`src/hdl/framed_uart_packet_receiver_unit_macros.svh`:
```
// Assertion helpers shared by the receiver RTL.
`ifndef FRAMED_UART_PACKET_RECEIVER_UNIT_MACROS_SVH
`define FRAMED_UART_PACKET_RECEIVER_UNIT_MACROS_SVH

// Same-cycle implication, disabled while reset is high.
`define FRP_ASSERT_NOW(label, clk, rst, ante, cons, msg) \
   label: assert property (@(posedge clk) disable iff (rst) (ante) |-> (cons)) \
      else $error(msg);

// Next-cycle implication, disabled while reset is high.
`define FRP_ASSERT_NEXT(label, clk, rst, ante, cons, msg) \
   label: assert property (@(posedge clk) disable iff (rst) (ante) |=> (cons)) \
      else $error(msg);

`endif

```
`src/hdl/frp_pkg.sv`:
```
package frp_pkg;

   localparam logic [2:0] PH_IDLE    = 3'd0;
   localparam logic [2:0] PH_SYNC2   = 3'd1;
   localparam logic [2:0] PH_LEN_HI  = 3'd2;
   localparam logic [2:0] PH_LEN_LO  = 3'd3;
   localparam logic [2:0] PH_PAYLOAD = 3'd4;
   localparam logic [2:0] PH_CRC     = 3'd5;

   localparam logic [2:0] EV_NONE    = 3'd0;
   localparam logic [2:0] EV_BYTE    = 3'd1;
   localparam logic [2:0] EV_GOOD    = 3'd2;
   localparam logic [2:0] EV_CRCERR  = 3'd3;
   localparam logic [2:0] EV_TIMEOUT = 3'd4;
   localparam logic [2:0] EV_LENREJ  = 3'd5;

   localparam logic [1:0] REG_SYNC_FIRST  = 2'd0;
   localparam logic [1:0] REG_SYNC_SECOND = 2'd1;
   localparam logic [1:0] REG_MAX_LEN     = 2'd2;

   localparam logic [15:0] MAX_LEN_RESET = 16'd1200;
   localparam logic [31:0] CRC_POLY      = 32'hEDB8_8320;
   localparam logic [31:0] CRC_INIT      = 32'hFFFF_FFFF;
   localparam logic [2:0]  CRC_BYTES     = 3'd4;

   typedef struct packed {
      logic [7:0]  sync_first;
      logic [7:0]  sync_second;
      logic [15:0] max_payload_length;
   } cfg_type;

   typedef struct packed {
      logic [2:0]  rx_phase;
      logic [15:0] frame_len;
      logic [15:0] bytes_left;
      logic [31:0] running_crc;
      logic [31:0] received_crc;
      logic [2:0]  crc_bytes_left;
      logic [31:0] good_frames;
      logic [31:0] crc_errors;
      logic [31:0] timeouts;
   } chan_state_type;

   typedef struct packed {
      logic [2:0]  event_res;
      logic [7:0]  payload_byte;
      logic [15:0] frame_length;
   } step_result_type;

   function automatic chan_state_type chan_reset_state();
      chan_state_type s;
      s                = '0;
      s.rx_phase       = PH_IDLE;
      s.running_crc    = CRC_INIT;
      return s;
   endfunction

   // Reflected CRC-32, one byte, LSB first.
   function automatic logic [31:0] crc32_byte(input logic [31:0] crc, input logic [7:0] b);
      logic [31:0] c;
      c = crc ^ {24'd0, b};
      for (int k = 0; k < 8; k++) begin
         c = c[0] ? ((c >> 1) ^ CRC_POLY) : (c >> 1);
      end
      return c;
   endfunction

endpackage

```
`src/hdl/frp_chan_bank.sv`:
```
module frp_chan_bank #(
   parameter int NUM_CHANNELS = 4,
   parameter int IDX_W        = 2
) (
   input  logic                    clock,
   input  logic                    reset,
   input  logic                    wr_en,
   input  logic [IDX_W-1:0]        wr_idx,
   input  frp_pkg::chan_state_type wr_state,
   input  logic [IDX_W-1:0]        rd_idx,
   output frp_pkg::chan_state_type rd_state
);
   import frp_pkg::*;

   chan_state_type bank_ff [NUM_CHANNELS];

   always_ff @(posedge clock) begin
      if (reset) begin
         for (int i = 0; i < NUM_CHANNELS; i++) begin
            bank_ff[i] <= chan_reset_state();
         end
      end else if (wr_en) begin
         bank_ff[wr_idx] <= wr_state;
      end
   end

   assign rd_state = bank_ff[rd_idx];

endmodule

```
`src/hdl/frp_step.sv`:
```
module frp_step (
   input  frp_pkg::cfg_type         cfg,
   input  logic                     mode,
   input  logic [7:0]               data_byte,
   input  frp_pkg::chan_state_type  cur,
   output frp_pkg::chan_state_type  nxt,
   output frp_pkg::step_result_type res
);
   import frp_pkg::*;

   logic [15:0] len_full;
   logic [15:0] bl_dec;
   logic [2:0]  cl_dec;
   logic [31:0] rcv_acc;
   logic [31:0] crc_upd;

   assign len_full = cur.frame_len | {8'd0, data_byte};
   assign bl_dec   = (cur.bytes_left != 16'd0) ? cur.bytes_left - 16'd1 : cur.bytes_left;
   assign cl_dec   = (cur.crc_bytes_left != 3'd0) ? cur.crc_bytes_left - 3'd1 : 3'd0;
   assign rcv_acc  = cur.received_crc | ({24'd0, data_byte} << {cl_dec[1:0], 3'b000});
   assign crc_upd  = crc32_byte(cur.running_crc, data_byte);

   always_comb begin
      nxt              = cur;
      res.event_res    = EV_NONE;
      res.payload_byte = 8'd0;
      res.frame_length = 16'd0;
      if (mode) begin
         // Timeout: abort any frame in progress, ignore in idle.
         if (cur.rx_phase inside {[PH_SYNC2:PH_CRC]}) begin
            if (cur.rx_phase == PH_PAYLOAD || cur.rx_phase == PH_CRC) begin
               res.frame_length = cur.frame_len;
            end
            nxt.timeouts  = cur.timeouts + 32'd1;
            res.event_res = EV_TIMEOUT;
         end
         nxt.rx_phase = PH_IDLE;
      end else begin
         case (cur.rx_phase)
            PH_SYNC2: begin
               if (data_byte == cfg.sync_second) begin
                  nxt.rx_phase = PH_LEN_HI;
               end else begin
                  nxt.timeouts  = cur.timeouts + 32'd1;
                  res.event_res = EV_TIMEOUT;
                  nxt.rx_phase  = PH_IDLE;
               end
            end
            PH_LEN_HI: begin
               nxt.frame_len = {data_byte, 8'd0};
               nxt.rx_phase  = PH_LEN_LO;
            end
            PH_LEN_LO: begin
               nxt.frame_len      = len_full;
               nxt.running_crc    = CRC_INIT;
               nxt.crc_bytes_left = CRC_BYTES;
               if (len_full == 16'd0 || len_full > cfg.max_payload_length) begin
                  res.event_res    = EV_LENREJ;
                  res.frame_length = len_full;
                  nxt.rx_phase     = PH_IDLE;
               end else begin
                  nxt.bytes_left = len_full;
                  nxt.rx_phase   = PH_PAYLOAD;
               end
            end
            PH_PAYLOAD: begin
               nxt.running_crc  = crc_upd;
               res.event_res    = EV_BYTE;
               res.payload_byte = data_byte;
               nxt.bytes_left   = bl_dec;
               if (bl_dec == 16'd0) begin
                  nxt.crc_bytes_left = CRC_BYTES;
                  nxt.received_crc   = 32'd0;
                  nxt.rx_phase       = PH_CRC;
               end
            end
            PH_CRC: begin
               nxt.crc_bytes_left = cl_dec;
               nxt.received_crc   = rcv_acc;
               if (cl_dec == 3'd0) begin
                  res.frame_length = cur.frame_len;
                  if (rcv_acc == ~cur.running_crc) begin
                     nxt.good_frames = cur.good_frames + 32'd1;
                     res.event_res   = EV_GOOD;
                  end else begin
                     nxt.crc_errors = cur.crc_errors + 32'd1;
                     res.event_res  = EV_CRCERR;
                  end
                  nxt.rx_phase = PH_IDLE;
               end
            end
            default: begin
               // Idle and unused codes: hunt for the first sync byte.
               nxt.rx_phase = (data_byte == cfg.sync_first) ? PH_SYNC2 : PH_IDLE;
            end
         endcase
      end
   end

endmodule

```
`src/hdl/framed_uart_packet_receiver_unit.sv`:
```
// Framed serial packet receiver: one shared deframer step with per-channel state.
// Input channel (req_): one transaction per received byte or per
// inter-character timeout event, tagged with its channel. A frame is two sync
// bytes, a big-endian 16-bit length, the payload and a big-endian CRC-32.
// Result channel (rsp_): exactly one transaction per input transaction, in
// order: an event code, the streamed payload byte, the frame length on end
// events and the channel's good, CRC-error and timeout counters.
// Path: an accepted input is held in the input register and then moved to the
// result register, where the result becomes valid. Throughput: one transaction per
// cycle while rsp_tready is high, back to back, also on the same channel; the
// per-channel state is written at the same edge that loads the result, so the next
// item always sees the updated state.
// Stall: when rsp_tready is low the result register holds, the input register
// fills and then req_tready drops; nothing is lost or repeated.
// Reset (synchronous, active high): all channels go idle, CRCs to all ones,
// counters to zero, sync bytes to zero and the length limit to 1200. No
// clearing pass is needed; the block accepts data as soon as reset is released.
// The user must write configuration (csr_) only while the block holds no item; the block does not enforce this.
module framed_uart_packet_receiver_unit #(
   parameter int NUM_CHANNELS = 4
) (
   input  logic         clock,
   input  logic         reset,
   // Configuration write port.
   input  logic         csr_we,
   input  logic [1:0]   csr_index,
   input  logic [15:0]  csr_wdata,
   // Input stream.
   input  logic         req_tvalid,
   output logic         req_tready,
   input  logic [15:0]  req_tdata,   // [1:0] channel, [9:2] data_byte, rest zero
   input  logic [0:0]   req_tuser,   // [0] mode (1 = timeout event)
   // Result stream.
   output logic         rsp_tvalid,
   input  logic         rsp_tready,
   output logic [127:0] rsp_tdata,   // [1:0] out_channel, [9:2] payload_byte,
                                     // [25:10] frame_length, [57:26] good_count,
                                     // [89:58] crc_error_count,
                                     // [121:90] timeout_count, rest zero
   output logic [2:0]   rsp_tuser    // [2:0] event_res
);
   import frp_pkg::*;

`include "framed_uart_packet_receiver_unit_macros.svh"

   localparam int IdxW = (NUM_CHANNELS > 1) ? $clog2(NUM_CHANNELS) : 1;

   // Configuration registers.
   cfg_type cfg_ff;
   cfg_type cfg_in;

   always_comb begin
      cfg_in = cfg_ff;
      if (csr_we) begin
         case (csr_index)
            REG_SYNC_FIRST:  cfg_in.sync_first         = csr_wdata[7:0];
            REG_SYNC_SECOND: cfg_in.sync_second        = csr_wdata[7:0];
            REG_MAX_LEN:     cfg_in.max_payload_length = csr_wdata;
            default:         cfg_in = cfg_ff;
         endcase
      end
   end

   always_ff @(posedge clock) begin
      if (reset) begin
         cfg_ff.sync_first         <= 8'd0;
         cfg_ff.sync_second        <= 8'd0;
         cfg_ff.max_payload_length <= MAX_LEN_RESET;
      end else begin
         cfg_ff <= cfg_in;
      end
   end

   // Input register.
   logic       in_valid_ff;
   logic [1:0] in_chan_ff;
   logic       in_mode_ff;
   logic [7:0] in_byte_ff;
   logic       out_valid_ff;
   logic       advance;
   logic       chan_ok;

   // Move the held item into the result register whenever that register frees.
   assign advance    = in_valid_ff && (!out_valid_ff || rsp_tready);
   assign req_tready = !in_valid_ff || advance;
   assign chan_ok    = (32'(in_chan_ff) < NUM_CHANNELS);

   always_ff @(posedge clock) begin
      if (reset) begin
         in_valid_ff <= 1'b0;
      end else if (req_tready) begin
         in_valid_ff <= req_tvalid;
      end
   end

   always_ff @(posedge clock) begin
      if (req_tready && req_tvalid) begin
         in_chan_ff <= req_tdata[1:0];
         in_byte_ff <= req_tdata[9:2];
         in_mode_ff <= req_tuser[0];
      end
   end

   // Per-channel state and the single-pass update.
   chan_state_type  cur_state;
   chan_state_type  nxt_state;
   step_result_type step_res;

   frp_chan_bank #(
      .NUM_CHANNELS(NUM_CHANNELS),
      .IDX_W       (IdxW)
   ) u_bank (
      .clock   (clock),
      .reset   (reset),
      .wr_en   (advance && chan_ok),
      .wr_idx  (IdxW'(in_chan_ff)),
      .wr_state(nxt_state),
      .rd_idx  (IdxW'(in_chan_ff)),
      .rd_state(cur_state)
   );

   frp_step u_step (
      .cfg      (cfg_ff),
      .mode     (in_mode_ff),
      .data_byte(in_byte_ff),
      .cur      (cur_state),
      .nxt      (nxt_state),
      .res      (step_res)
   );

   // Result register.
   logic [1:0]  rsp_chan_ff;
   logic [2:0]  rsp_event_ff;
   logic [7:0]  rsp_byte_ff;
   logic [15:0] rsp_len_ff;
   logic [31:0] rsp_good_ff;
   logic [31:0] rsp_crcerr_ff;
   logic [31:0] rsp_tmo_ff;

   always_ff @(posedge clock) begin
      if (reset) begin
         out_valid_ff <= 1'b0;
      end else if (advance) begin
         out_valid_ff <= 1'b1;
      end else if (rsp_tready) begin
         out_valid_ff <= 1'b0;
      end
   end

   always_ff @(posedge clock) begin
      if (advance) begin
         rsp_chan_ff <= in_chan_ff;
         if (chan_ok) begin
            rsp_event_ff  <= step_res.event_res;
            rsp_byte_ff   <= step_res.payload_byte;
            rsp_len_ff    <= step_res.frame_length;
            rsp_good_ff   <= nxt_state.good_frames;
            rsp_crcerr_ff <= nxt_state.crc_errors;
            rsp_tmo_ff    <= nxt_state.timeouts;
         end else begin
            // Drop items for channels that do not exist: empty result.
            rsp_event_ff  <= EV_NONE;
            rsp_byte_ff   <= 8'd0;
            rsp_len_ff    <= 16'd0;
            rsp_good_ff   <= 32'd0;
            rsp_crcerr_ff <= 32'd0;
            rsp_tmo_ff    <= 32'd0;
         end
      end
   end

   assign rsp_tvalid = out_valid_ff;
   assign rsp_tuser  = rsp_event_ff;
   assign rsp_tdata  = {6'd0, rsp_tmo_ff, rsp_crcerr_ff, rsp_good_ff,
                        rsp_len_ff, rsp_byte_ff, rsp_chan_ff};

   // Checks.
   logic        stalled;
   logic        bad_hit;
   logic        good_hit;
   logic        rsp_empty;
   logic [31:0] good_inc;

   assign stalled   = out_valid_ff && !rsp_tready;
   assign bad_hit   = advance && !chan_ok;
   assign good_hit  = advance && chan_ok && (step_res.event_res == EV_GOOD);
   assign rsp_empty = (rsp_tuser == EV_NONE) && (rsp_tdata[121:2] == '0);
   assign good_inc  = cur_state.good_frames + 32'd1;

   `FRP_ASSERT_NOW(a_no_overwrite, clock, reset, stalled, !advance, "result overwritten")
   `FRP_ASSERT_NEXT(a_bad_chan_empty, clock, reset, bad_hit, rsp_empty, "bad channel result")
   `FRP_ASSERT_NEXT(a_good_inc, clock, reset, good_hit, rsp_good_ff == $past(good_inc), "good miss")

endmodule
```
`config.mk`:
```
export PLATFORM = sky130hd
export DESIGN_NAME = framed_uart_packet_receiver_unit
export DESIGN_NICKNAME = d
export VERILOG_FILES = /design/src/hdl/frp_pkg.sv /design/src/hdl/frp_chan_bank.sv /design/src/hdl/frp_step.sv /design/src/hdl/framed_uart_packet_receiver_unit.sv
export VERILOG_INCLUDE_DIRS = /design/src /design/src/hdl
export SDC_FILE = /design/constraint.sdc
export NUM_CORES = 2
export LEC_CHECK = 0
export ABC_AREA = 1
export BUFFER_PORTS_ARGS = -buffer_cell sky130_fd_sc_hd__buf_2
export CAP_MARGIN = 20
export CORE_ASPECT_RATIO = 0.7
export CORE_MARGIN = 2
export CORE_UTILIZATION = 60
export CTS_CLUSTER_SIZE = 28
export DETAILED_ROUTE_END_ITERATION = 16
export PLACE_DENSITY = 0.73
export SLEW_MARGIN = 20
export SYNTH_ARGS = -nofsm -noshare
export SYNTH_HDL_FRONTEND = slang
export SYNTH_SLANG_ARGS = --single-unit
```
`constraint.sdc`:
```
create_clock -name clock -period 47.2 [get_ports clock]
set_clock_uncertainty 0.2 [all_clocks]
set_input_delay 11.8 -clock clock [delete_from_list [all_inputs] [get_ports clock]]
set_output_delay 11.8 -clock clock [all_outputs]
set_load 0.1 [all_outputs]
```
After elaboration in Yosys (flattened, before gate mapping)

Memories as Yosys holds them, arrays and structs flattened. A register that Yosys moved wholly into a read port is not among the register bits.
Cells that the tools add are included.

Bits of input ports: 40
RAM bits: 792
Output and inout bits: 133
Register bits: 170
Memories: 1
Logic and storage cells: 125

Equality and inequality tests: 10
Order comparisons: 3
Shift operators: 1
Bitwise operators: 13
Reductions and logical operators: 21
Multiplexer cells: 56
Add/sub/neg operators: 5

Memory list:

| name           | words | bits a word | rd ports | clocked after Yosys merged registers in | wr ports | line                | text |
|---|---|---|---|---|---|---|---|
| u_bank.bank_ff | 4     | 198         | 1        | 1                                       | 4        | frp_chan_bank.sv:15 | `chan_state_type bank_ff [NUM_CHANNELS];` |

Operators by type and width:

| kind                                                                  | count |
|---|---|
| 32-bit 2-to-1 mux                                                     | 14 |
| 198-bit 2-to-1 mux                                                    | 1 |
| 198-bit OR reduction                                                  | 1 |
| 163-bit 2-to-1 mux                                                    | 1 |
| 64-bit 2-to-1 mux                                                     | 2 |
| 16-bit 2-to-1 mux                                                     | 7 |
| 13-bit NOT with 14-bit output                                         | 8 |
| 32-bit by 1-bit adder with 32-bit output (second input constant)      | 3 |
| 48-bit one-hot mux with 2 select lines                                | 1 |
| 16-bit one-hot mux with 2 select lines                                | 2 |
| 32-bit one-hot mux with 2 select lines                                | 1 |
| 35-bit 2-to-1 mux                                                     | 1 |
| 32-bit == test                                                        | 1 |
| 16-bit logical NOT                                                    | 2 |
| 32-bit NOT                                                            | 1 |
| 32-bit OR                                                             | 1 |
| 8-bit by 5-bit << shifter with 32-bit output                          | 1 |
| 32-bit by 8-bit XOR with 32-bit output                                | 1 |
| 3-bit 2-to-1 mux                                                      | 9 |
| 8-bit == test                                                         | 2 |
| 16-bit > comparator                                                   | 1 |
| 16-bit by 8-bit OR with 16-bit output                                 | 1 |
| 16-bit nonzero test                                                   | 1 |
| 16-bit by 1-bit subtractor with 16-bit output (second input constant) | 1 |
| 23 further kinds                                                      | 45 |

Logic depth before layout (Yosys ltp)

Depth after elaboration: 20
Gate-level depth with buffers: 28
Depth with buffers taken out: 27

Hierarchy

From an unflattened synthesis, not the netlist that was laid out.

Cell total of the unflattened synthesis: 6280
Area total of the unflattened synthesis: 51548.2 um^2

Modules (own cells, without submodules):

| module                           | instances | seq. area each (um^2) | area each (um^2) | cells an instance |
|---|---|---|---|---|
| frp_chan_bank                    | 1         | 23782.8               | 37633.6          | 4218 |
| frp_step                         | 1         | 0.0                   | 8359.3           | 1706 |
| framed_uart_packet_receiver_unit | 1         | 4764.6                | 5555.3           | 356 |

Worst setup path after synthesis

No wires, ideal clock.

Path type: input port to flip-flop
Start: input port rsp_tready
End: memory u_bank.bank_ff[3][0] (netlist name), enable pin
Arrival: 26.432 ns
Slack: 19.522 ns
Stages on the path: 4
Path buffers: 0
Data required time: 45.955 ns
Setup time: 1.045 ns
Cells stage by stage: inv_1 > nand2_1 > nand2_1 > o31ai_1

RTL lines:

| what            | line                                   | text |
|---|---|---|
| start, declared | framed_uart_packet_receiver_unit.sv:35 | `input logic rsp_tready,` |
| end, declared   | frp_chan_bank.sv:15                    |  |

Final worst setup path

Start: input port rsp_tready
End: output port req_tready

Longest elaborated chain between the ends: 3

RTL lines:

| what              | line                                   | text |
|---|---|---|
| 1-bit logical OR  | framed_uart_packet_receiver_unit.sv:84 | `assign advance = in_valid_ff && (!out_valid_ff \|\| rsp_tready);` |
| 1-bit logical AND | framed_uart_packet_receiver_unit.sv:84 |  |
| 1-bit logical OR  | framed_uart_packet_receiver_unit.sv:85 | `assign req_tready = !in_valid_ff \|\| advance;` |
| end, declared     | framed_uart_packet_receiver_unit.sv:30 | `output logic req_tready,` |

Every way passes these cells.

==> summary.md <==
| Metric | Value |
|---|---|
| Die width | between 300 and 400 um |
| Cells after Synth | around 5,400 |
| Yosys top cell area share | between 50% and 60% |
| Area Overhead vs Synth | 8.08% |
| Die Area | between 80,000 and 90,000 sq um |
| CTS root buffer | clkbuf_16 |
| Resize count post-CTS | 0 |
| P_sw | 663 uW |
| R2R depth | 26 |
| Cts hold-fix bufs | 0 |
| Min cycle time layout | roughly 24,000 ps |
| Fmax | between 0.04 and 0.05 GHz |
| EDFF count, synth | 928 |
| Class of the worst hold path | reg -> reg |
| Fraction of the yosys area taken by sequential cells | between 50% and 60% |
| Wirelength per Cell | between 20 and 25 um |
| Final nets | ~5,500 |
| Crit path largest cell delay | approximately 440 ps |
| Clock Pin Slew Worst Setup and Hold Paths | approximately 60 ps |
| Filler cells | ~6,600 |
| GPL Wtd Cong | roughly 1.0 |
| Leak | approximately 0.021 uW |
| GR Overflow Total | 0 |
| Netlist cell types | between 60 and 70 |
| Worst path cell trace | buf_2, inv_1, nand3_1, buf_2 |
| DRT Pass-1 Iters | 6 |
| Number of max-cap violations | 0 |
| First-pass GRT wire length | between 200 and 250 mm |
| CP arrival | between 10,000 and 15,000 ps |
| Initial detailed-routing violation count | around 5,500 |
| Worst setup SP type | primary input |
| Post-Syn Area | about 50,000 sq um |
| Outcome | complete, no violations |
| CTS Sinks | around 960 |
| Combinational fraction of design power | 18.8% |
| Synth Flop Type | edfxtp_1 |
| Max transition margin | between 20% and 30% |
| Vias per cell | 6.04 |
| Postcts setup bufs | 0 |
| Net Sw Frac | between 30 and 40% |
| Synth area leaders | edfxtp_1 56%, nand2_1 11%, nor2_1 5.4% |
| Site row count | between 80 and 90 |
| Asr flop ratio synth | 0% |
| CTS tree | done |
| Final setup fails | 0 |
| CORE AREA | roughly 82,000 sq um |
| R2R Setup Slk | ~40,000 ps |
| Hold path endpoint | cfg_ff[21]$_SDFFE_PP0P_ |
| Setup TNS | 0 ps |
| Tightest Pin Transition | about 1100 ps |
| Total number of vias | around 40,000 |
| CP endpoint kind | output pin |
| Hold wc startpoint | cfg_ff[21]$_SDFFE_PP0P_ |
| Int Pwr | around 1500 uW |
| Post-Route WL | between 100 and 150 mm |
| Critical path fanouts, max | 3 |
| Port Buffers | between 150 and 200 |
| Antenna Violating Nets Remaining | 0 |
| Critical Path Slowest Stage Cell | buf_2 |
| DR DRC count | 0 |
| Capturing point of the worst reg2reg path | rsp_good_ff[13]$_DFFE_PP_ |
| Total track usage | roughly a third |
| Tcrit/Tclk final | ~52% |
| Number of global-route vias before repair | ~36,000 |
| Io pins | 173 |
| CP required | 35,200 ps |
| Synthesized flop and latch total | slightly below 1,000 |
| Starting Density | 60.5% |
| Largest net degree at the start of global routing | 164 |
| Worst VDD drop | about 26 uV |
| RSZ-0062 raised after global routing | no |
| Clk pwr share | between 30% and 40% |
| Clk buf depth | 3 |
| Slew Viols, Final | 0 |
| Largest area contributor in the netlist | edfxtp_1 |
| H-tree Lvls | 3 |
| Final core utilization | between 60% and 70% |
| Worst slack, placed | 22,760 ps |
| Hold Path Stages | 2 |
| FF/Latch Area | between 20,000 and 30,000 sq um |
| Detailed Place HPWL | 89.2 mm |
| Syn_area_per_cell | between 9 and 10 sq um |
| Multi-input gate area | 17,800 sq um |
| Die Ht | between 200 and 250 um |
| Final WS setup | between 20,000 and 25,000 ps |
| Sequential fraction of design power | approximately 46% |
| Most frequent cell on the critical path | buf_2 |
| Clk_lat worst skew | between 600 and 700 ps |
| Synthesis Warnings | 0 |
| Num CTS Buffers | slightly above 90 |
| Worst Setup Path Type | in -> out |
| PwrDens | between 40 and 50 nW/um^2 |
| Share of layout cells above drive strength 1 | between 10% and 20% |
| Final Hold Vio Count | 0 |
| Antenna violations before repair | 3 |
[cell usage in the layout, fill, tap and decap left out, drive strengths merged]
master    count
xor2         89
or2          45
o22ai        28
diode         2
a22oi        10
inv         435
o211ai       26
ha           22
o21ai       159
nor4         19
xnor2        17
a32o         26
clkinv       48
buf         219
and3          1
dfxtp        36
and2          3
nand3       377
o21bai        3
clkinvlp     12
a21oi       420
nand4        57
nor3         36
a32oi        81
bufinv       10
nor2        752
o31ai         2
nand2      1502
a21boi        1
a22o          7
edfxtp      928
nor3b         1
clkbuf      107
or3           1
nand3b        2
conb          6
[cells in the mapped netlist (13+ instances only)]
cell and n:
nand2_1 1477, edfxtp_1 928, nor2_1 721, a21oi_1 420, inv_1 416, nand3_1 359, o21ai_0 125, clkbuf_1 117
xor2_1 80, a32oi_1 60, buf_6 60, nand4_1 53, buf_4 52, buf_2 45, dfxtp_1 36, or2_2 35
a32o_1 26, nor3_1 26, o211ai_1 25, o22ai_1 25, ha_1 22, nand2_2 22, nor2_2 22, a32oi_2 20
o21ai_1 19, nand3_2 17, xnor2_1 16, o21ai_2 15, inv_2 13
[cell type report]
type                            count  area share (%)
Sequential cell                   964            53.1
Multi-Input combinational cell   3693            33.1
Clock buffer                      107            4.50
Inverter                          440            3.15
Tap cell                         1080            2.51
Timing Repair Buffer              219            2.39
Clock inverter                     65            1.16
Antenna cell                        2         0.00930
[logic make-up (layout without fill, tap and decap cells)]
logic type | Yosys count | in the layout | synth area share, %
AO/OA/AOI/OAI | 763 | 763 | 9.38
XOR/XNOR | 106 | 106 | 2.06
adder cells (fa/ha/maj) | 22 | 22 | 0.553
buffers and inverters | 724 | 831 | 6.92
flip-flops | 964 | 964 | 57.4
other | 1 | 8 | 0.00753
AND/OR/NAND/NOR | 2796 | 2796 | 23.7
[worst max-delay path: cells and delay by family]
family                 cells  cell delay (ps)
buffers and inverters      3              560
AND/OR/NAND/NOR            1               90
[through the flow]
stage | hold WS [ps] | instances | area, sq um | power (uW)
floorplan | 235 | 5381 | 49800 | 1310
detailed placement | 263 | 6396 | 50800 | 1410
global route | 293 | 6568 | 53800 | 2230
global placement | 256 | 6396 | 50800 | 1400
CTS | 272 | 6568 | 53800 | 2150
finish | 274 | 6570 | 53800 | 2160
[power groups by stage]
stage / Sequential (uW) / Combinational, uW / Clock (uW)
3_3_place_gp: 1010 / 389 / 0
3_5_place_dp: 1010 / 394 / 0
2_1_floorplan: 1070 / 246 / 0
4_1_cts: 994 / 396 / 762
5_1_grt: 997 / 437 / 794
6_report: 994 / 407 / 757
[state kept, by name (all words and copies together) (netlist names), named ones only]
register and count:
rsp_tvalid 1, in_valid_ff 1, rsp_good_ff 32, rsp_chan_ff 2
cfg_ff 32, rsp_tmo_ff 32, rsp_crcerr_ff 32, u_bank.bank_ff 792
rsp_len_ff 16, in_byte_ff 8, rsp_tuser 3, rsp_byte_ff 8
in_mode_ff 1, in_chan_ff 2
[how the worst max path moves through the flow]
stage	startpoint	to	slack [ps]	depth (start not counted)
detailed placement	rsp_tready	req_tready	22760	4
global route	rsp_tready	req_tready	22720	4
floorplan	rsp_tready	u_bank.bank_ff[3][0]$_DFFE_PP_	19520	4
finish	rsp_tready	req_tready	22760	4
CTS	rsp_tready	req_tready	22760	4
global placement	rsp_tready	req_tready	22760	4
[per-layer routing]
| metal | up-vias | wire length [um] | track usage, % |
|---|---|---|---|
| li1 | 18264 | - | - |
| met1 | 18829 | 60400 | 51.3 |
| met2 | 2357 | 60700 | 47.8 |
| met3 | 216 | 19400 | 7.96 |
| met4 | 2 | 2800 | 7.47 |
| met5 | - | 8 | 0 |
No activity file was read; power rests on OpenSTA's default activity.
